**config.mk**
```make
export PLATFORM = sky130hd
export DESIGN_NAME = sdt_decide
export DESIGN_NICKNAME = d
export VERILOG_FILES = /design/src/rtl/core/sdt_pkg.sv /design/src/rtl/core/sdt_decide.sv
export SDC_FILE = /design/constraint.sdc
export NUM_CORES = 1
export LEC_CHECK = 0
export ABC_AREA = 0
export BUFFER_PORTS_ARGS = -buffer_cell sky130_fd_sc_hd__buf_2
export CORE_AREA = 2 2 113 115
export CTS_CLUSTER_DIAMETER = 100
export DETAILED_ROUTE_END_ITERATION = 6
export DIE_AREA = 0 0 115 117
export PLACE_DENSITY = 0.37
export SKIP_LAST_GASP = 1
export SLEW_MARGIN = 10
export SYNTH_ARGS = -nofsm -noshare
export SYNTH_HDL_FRONTEND = slang
export SYNTH_SLANG_ARGS = --single-unit
```
**constraint.sdc**
```tcl
create_clock -name clock -period 1.65 [get_ports clock]
set_input_delay 0.165 -clock clock [delete_from_list [all_inputs] [get_ports clock]]
set_output_delay 0.165 -clock clock [all_outputs]
set_load 0.02 [all_outputs]
```
**src/rtl/core/sdt_pkg.sv**
```systemverilog
// Shared constants for the segment disjoint test pipeline.
// Holds the difference and product index tables and the term indexes; no dependencies.
package sdt_pkg;

   localparam int COORD_WIDTH_DEF = 16;
   localparam int NUM_COORD       = 8;   // ax ay bx by cx cy dx dy
   localparam int RSP_TDATA_W     = 8;

   // Point indexes
   localparam int PT_A = 0;
   localparam int PT_B = 1;
   localparam int PT_C = 2;
   localparam int PT_D = 3;

   // Difference vectors P - Q: BA CA DA DC AC BC AD BD CB DB
   localparam int NUM_VEC  = 10;
   localparam int NUM_DIFF = 2 * NUM_VEC;  // index 2*vec + component
   localparam int VEC_P [NUM_VEC] = '{PT_B, PT_C, PT_D, PT_D, PT_A,
                                      PT_B, PT_A, PT_B, PT_C, PT_D};
   localparam int VEC_Q [NUM_VEC] = '{PT_A, PT_A, PT_A, PT_C, PT_C,
                                      PT_C, PT_D, PT_D, PT_B, PT_B};

   // Cross and dot products
   localparam int CROSS_AB_C = 0;
   localparam int CROSS_AB_D = 1;
   localparam int CROSS_CD_A = 2;
   localparam int CROSS_CD_B = 3;
   localparam int DOT_AB_C   = 4;
   localparam int DOT_AB_D   = 5;
   localparam int DOT_CD_A   = 6;
   localparam int DOT_CD_B   = 7;
   localparam int NUM_CROSS  = 4;
   localparam int NUM_SUM    = 8;
   localparam int NUM_PROD   = 2 * NUM_SUM;

   // Product 2k+j multiplies difference PROD_L by PROD_R; cross terms
   // subtract the second product, dot terms add it.
   localparam int PROD_L [NUM_PROD] = '{0, 1, 0, 1, 6, 7, 6, 7,
                                        8, 9, 12, 13, 2, 3, 16, 17};
   localparam int PROD_R [NUM_PROD] = '{3, 2, 5, 4, 9, 8, 11, 10,
                                        10, 11, 14, 15, 4, 5, 18, 19};

endpackage

```
**src/rtl/core/sdt_decide.sv**
```systemverilog
// Stage four: sign tests and the collinear overlap check; holds the result.
// Depends on sdt_pkg for the cross and dot indexes.
module sdt_decide #(
   parameter int COORD_WIDTH = sdt_pkg::COORD_WIDTH_DEF,
   localparam int SW = 2 * (COORD_WIDTH + 1) + 1
) (
   input  logic                 clock,
   input  logic                 reset,
   input  logic                 in_valid,
   output logic                 in_ready,
   input  logic signed [SW-1:0] term [sdt_pkg::NUM_SUM],
   output logic                 out_valid,
   input  logic                 out_ready,
   output logic                 disjoint
);

   logic                          valid_ff;
   logic                          valid_in;
   logic                          disjoint_ff;
   logic                          disjoint_in;
   logic [sdt_pkg::NUM_CROSS-1:0] zero;
   logic [sdt_pkg::NUM_CROSS-1:0] neg;
   logic [sdt_pkg::NUM_CROSS-1:0] on_seg;
   logic                          same_tu;

   for (genvar k = 0; k < sdt_pkg::NUM_CROSS; k++) begin : g_sign
      assign zero[k] = (term[k] == '0);
      assign neg[k]  = term[k][SW-1];
      // endpoint on the other segment: on its line and dot product <= 0
      assign on_seg[k] = zero[k] && (term[k + sdt_pkg::NUM_CROSS][SW-1]
                         || term[k + sdt_pkg::NUM_CROSS] == '0);
   end

   assign same_tu = (zero[sdt_pkg::CROSS_AB_C] == zero[sdt_pkg::CROSS_AB_D])
                 && (neg[sdt_pkg::CROSS_AB_C] == neg[sdt_pkg::CROSS_AB_D]);

   always_comb begin
      if (same_tu && !zero[sdt_pkg::CROSS_AB_C]) begin
         disjoint_in = 1'b1;
      end else if (same_tu) begin
         disjoint_in = ~|on_seg;
      end else begin
         disjoint_in = (zero[sdt_pkg::CROSS_CD_A] == zero[sdt_pkg::CROSS_CD_B])
                    && (neg[sdt_pkg::CROSS_CD_A] == neg[sdt_pkg::CROSS_CD_B]);
      end
   end

   assign in_ready = !valid_ff || out_ready;
   assign valid_in = in_ready ? in_valid : valid_ff;

   always_ff @(posedge clock) begin
      if (reset) begin
         valid_ff <= 1'b0;
      end else begin
         valid_ff <= valid_in;
      end
   end

   always_ff @(posedge clock) begin
      if (in_valid && in_ready) begin
         disjoint_ff <= disjoint_in;
      end
   end

   assign out_valid = valid_ff;
   assign disjoint  = disjoint_ff;

endmodule

```
## Word-level counts from Yosys, hierarchy flattened

Cells that the tools add are included.

| cells by class | value |
|---|---|
| muxes and demuxes | 1 |
| equality and inequality tests | 4 |
| reductions and logical operators | 25 |

Operators with widths:

| cell | number |
|---|---|
| zero test 35 bit | 8 |
| logical AND 1 bit | 8 |
| logical OR 1 bit | 5 |
| == test 1 bit | 4 |
| OR reduction 4 bit | 1 |
| zero test 1 bit | 3 |
| 2-to-1 mux 1 bit | 1 |

| word-level totals | value |
|---|---|
| output and inout port bits | 3 |
| input bits | 284 |
| register bits after elaboration | 2 |
| logic and storage cells | 32 |

## Logic depth before layout (Yosys ltp)

| logic depth | value |
|---|---|
| depth in word-level cells | 6 |
| mapped depth | 6 |

## Least setup slack after synthesis

OpenSTA, ideal clock, no wires.

| timing | value |
|---|---|
| kind | input-to-reg |
| start | input port term[210] in the netlist's numbering |
| end | register disjoint_ff (netlist: disjoint) (data pin) |
| stages on the path | 6 |
| required time | 1.492 ns |
| slack | 0.198 ns |
| data arrival time | 1.293 ns |
| cell sequence | nor4_2 nand4_1 or3_1 a31oi_1 nand4_1 a22oi_1 |

| on the way | value |
|---|---|
| cells in the longest elaborated chain, start to end | 5 |
| elaborated cells between the ends (all ways) | 8 |
| those cells by class | 1 x eq/ne; 1 x mux; 6 x reduce/logical |

RTL lines:

| element | RTL line | RTL |
|---|---|---|
| from (decl) | sdt_decide.sv:11 | `input logic signed [SW-1:0] term [sdt_pkg::NUM_SUM],` |
| zero test 35 bit * | sdt_decide.sv:27 | `assign zero[k] = (term[k] == '0);` |
| logical AND 1 bit | sdt_decide.sv:30 | `assign on_seg[k] = zero[k] && (term[k + sdt_pkg::NUM_CROSS][SW-1]` |
| OR reduction 4 bit | sdt_decide.sv:41 | `disjoint_in = ~\|on_seg;` |
| zero test 1 bit | sdt_decide.sv:41 |  |
| 2-to-1 mux 1 bit | sdt_decide.sv:40 | `end else if (same_tu) begin` |
| to (signal assigned) | sdt_decide.sv:61 | `disjoint_ff <= disjoint_in;` |
| to (decl) | sdt_decide.sv:19 | `logic disjoint_ff;` |

Mark *: on every way between the ends. The rest lies on a longest branch, timed or not.
A chain may end at the register's enable or synchronous reset.

## Worst setup path after layout

| timing | value |
|---|---|
| start | input port term[214] in the netlist's numbering |
| end | register disjoint_ff (netlist: disjoint) (data pin) |

Same word-level chain as after synthesis.

==> flow_metrics.tcl <==
set metrics [dict create \
    via_count 2266 \
    syn_area_sq_um 787.0 \
    finClkSkew_ns 0.005280 \
    htreeDepth 1 \
    utilization_pct 21.30 \
    dieHeight_microns 117 \
    cp_max_fo 2 \
    r2r_slack_ns 0.75 \
    crit_path_top_delay_cell "or3_4" \
    area_delta_synth_final_pct 233.2 \
    vdd_ir_drop_max_v 0.0001852 \
    path_depth 7 \
    grt_pass1_vias 2141 \
    wl_met2_microns 3971 \
    min_period_ns 1.483 \
    final.setup.tns_ns 0 \
    yosys_register_bits 2 \
    synth_cell_types 22 \
    place_area_sq_mm 0.002459 \
    first_pass_iters 4 \
    drv_slew 0 \
    crit_top_cell "nand4_1" \
    ios 287 \
    cp.arrival_ns 1.55 \
    highest-signal-layer "met4" \
    drc 0 \
    r2r_start "out_valid$_SDFFE_PP0N_" \
    timing.rr.end "disjoint$_SDFFCE_PP1P_" \
    cts_tree "done" \
    tightest_slew_ns 0.4449 \
    relSlewSlack_pct 70.07 \
    ys_async_sr_fraction_pct 0 \
    hold_viol 0 \
    hold_buffers 0 \
    vias_per_cell 3.996 \
    cpPeakStageDelay_ns 0.40 \
    crit_required_ns 1.72 \
    min_to "out_valid$_SDFFE_PP0N_" \
    numClockSinks 2 \
    critPathLaunchType "primary input" \
    period_share_pct 89.87 \
    crit_buf_inv 1 \
    synth_fp_nets 405 \
    cts-root-buf "clkbuf_16" \
    clock.fmax_ghz 0.6744 \
    start_util_pct 6.392 \
    wl_microns 7054 \
    num_rows 41 \
    yosysSeqAreaShare_pct 6.359 \
    yosysWarningCount 0 \
    design.core.area_sq_mm 0.01231 \
    final_cell_mix "buf_2, nor4_1, nand4_1" \
    crit_chain "buf_2, nor4_4, nand4_1, or3_4, a31oi_4, nand4_1, a22oi_2" \
    cts_made_buffers 3 \
    hold_path_depth 2 \
    die_area_sq_mm 0.01346 \
    dp_hpwl_microns 6749 \
    hp-start "reset" \
    met1_length_microns 2385 \
    place_ws_ns -0.3638 \
    endpoint_kind "flop" \
    n_antenna_cell 0 \
    grt-ovfl-total 0 \
    port_buffers 286 \
    gp_congestion 0.8393 \
    drive_gt1_share_pct 74.34 \
    final_common_cell "buf_2" \
    crit_type "primary input to flop" \
    layout_setup_ws_ns 0.1671 \
    fp.dieW_microns 115 \
    post_drt_wl_per_cell_microns 12.44 \
    syn-mean-instance-area_sq_um 6.504 \
    syn_inst 121 \
    dr.first_iter.drc_count 26 \
    status "finished, final reports clean" \
    grt_pass1_wl_microns 9542 \
    post_cts_buffers 0 \
    stdcell_area_sq_mm 0.002623 \
    min_path_type "primary input to flop" \
    clock_latency_ns 0.22 \
    grt_max_degree 4 \
    grtUsageTotal_pct 9.245 \
    path_clk_slew_ns 0.03 \
    crit_family "simple AND/OR/NAND/NOR gates" \
    drv_cap 0 \
    setup_violations 0 \
    finalNetCount 702 \
    clockBufferDepth 2 \
    ff2ff_path_depth 2 \
    antenna_found_initial 0 \
    p_per_area_mw_per_mm2 326.8 \
    routed-wl-met3_microns 620 \
    synth_edf_count 1 \
    synth_flop_cell "edfxtp_1" \
    leakagePower_nw 1.334 \
    rsz0062_at_grt "no" \
    ant_nets 0 \
]
cell usage after synthesis, drive strengths merged (2+ instances only):
library cell / instances / area share [%]
o21ai: 2 / 1.3
nand3: 7 / 4.5
nand4: 10 / 7.9
a31oi: 2 / 1.6
nor2: 7 / 5.4
nand2: 7 / 3.3
nor4: 64 / 53
nor3: 9 / 5.7
xnor2: 2 / 2.2
power by group:
| part | switching (mW) | internal, mW |
|---|---|---|
| sequential | 0.00145 | 0.0568 |
| combinational | 0.151 | 0.273 |
| clock | 0.0565 | 0.318 |
| total | 0.209 | 0.648 |
kinds of logic (layout without fill, tap and decap cells):
group           count (synthesis)  in the layout  synth area share [%]
simple gates                  107            107                 82.51
buf+inv                         1            297                0.4765
xor+xnor                        3              3                 3.339
compound gates                  8              8                 7.313
flops                           2              2                 6.360
sequential cells by signal, summed over array words and instances (netlist names):
signal	cells
disjoint	1
out_valid	1
routing by layer:
layer  vias up  global-route usage, %
met1       965                  9.317
met3         8                  1.184
met4         0                  2.410
li1       1135                      -
met2       158                  19.61
met5         -                      0
metrics by stage:
step                      instances  power (mW)  hold slack [ns]
after global routing            567      0.9222           0.1139
final                           567      0.8571           0.1065
after global placement          564      0.4698           0.3246
after floorplan                 121      0.1124           0.2341
after detailed placement        564      0.4721           0.3322
after CTS                       568      0.8636           0.1067
area by class of cell:
class                           instances  area (sq um)
Tap cell                              150         187.7
Inverter                                1         3.754
Clock buffer                            4         78.83
Fill cell                            1386          9689
Timing Repair Buffer                  292          1476
Multi-Input combinational cell        118         825.8
Sequential cell                         2         50.05
worst max path at each step:
stage | from | end
2_1_floorplan | term[210] | disjoint$_SDFFCE_PP1P_
3_3_place_gp | term[211] | disjoint$_SDFFCE_PP1P_
3_5_place_dp | term[211] | disjoint$_SDFFCE_PP1P_
4_1_cts | term[211] | disjoint$_SDFFCE_PP1P_
5_1_grt | term[144] | disjoint$_SDFFCE_PP1P_
6_report | term[214] | disjoint$_SDFFCE_PP1P_
timing repair:
action | 4_1_cts | 5_1_grt
gates resized for setup | 5 | 9
endpoints found under the hold margin | 0 | 0
setup endpoints to repair | 1 | 1
gates cloned | 0 | 0
pin swaps | 2 | 6
Note: power is estimated with default switching activity, not from simulation.
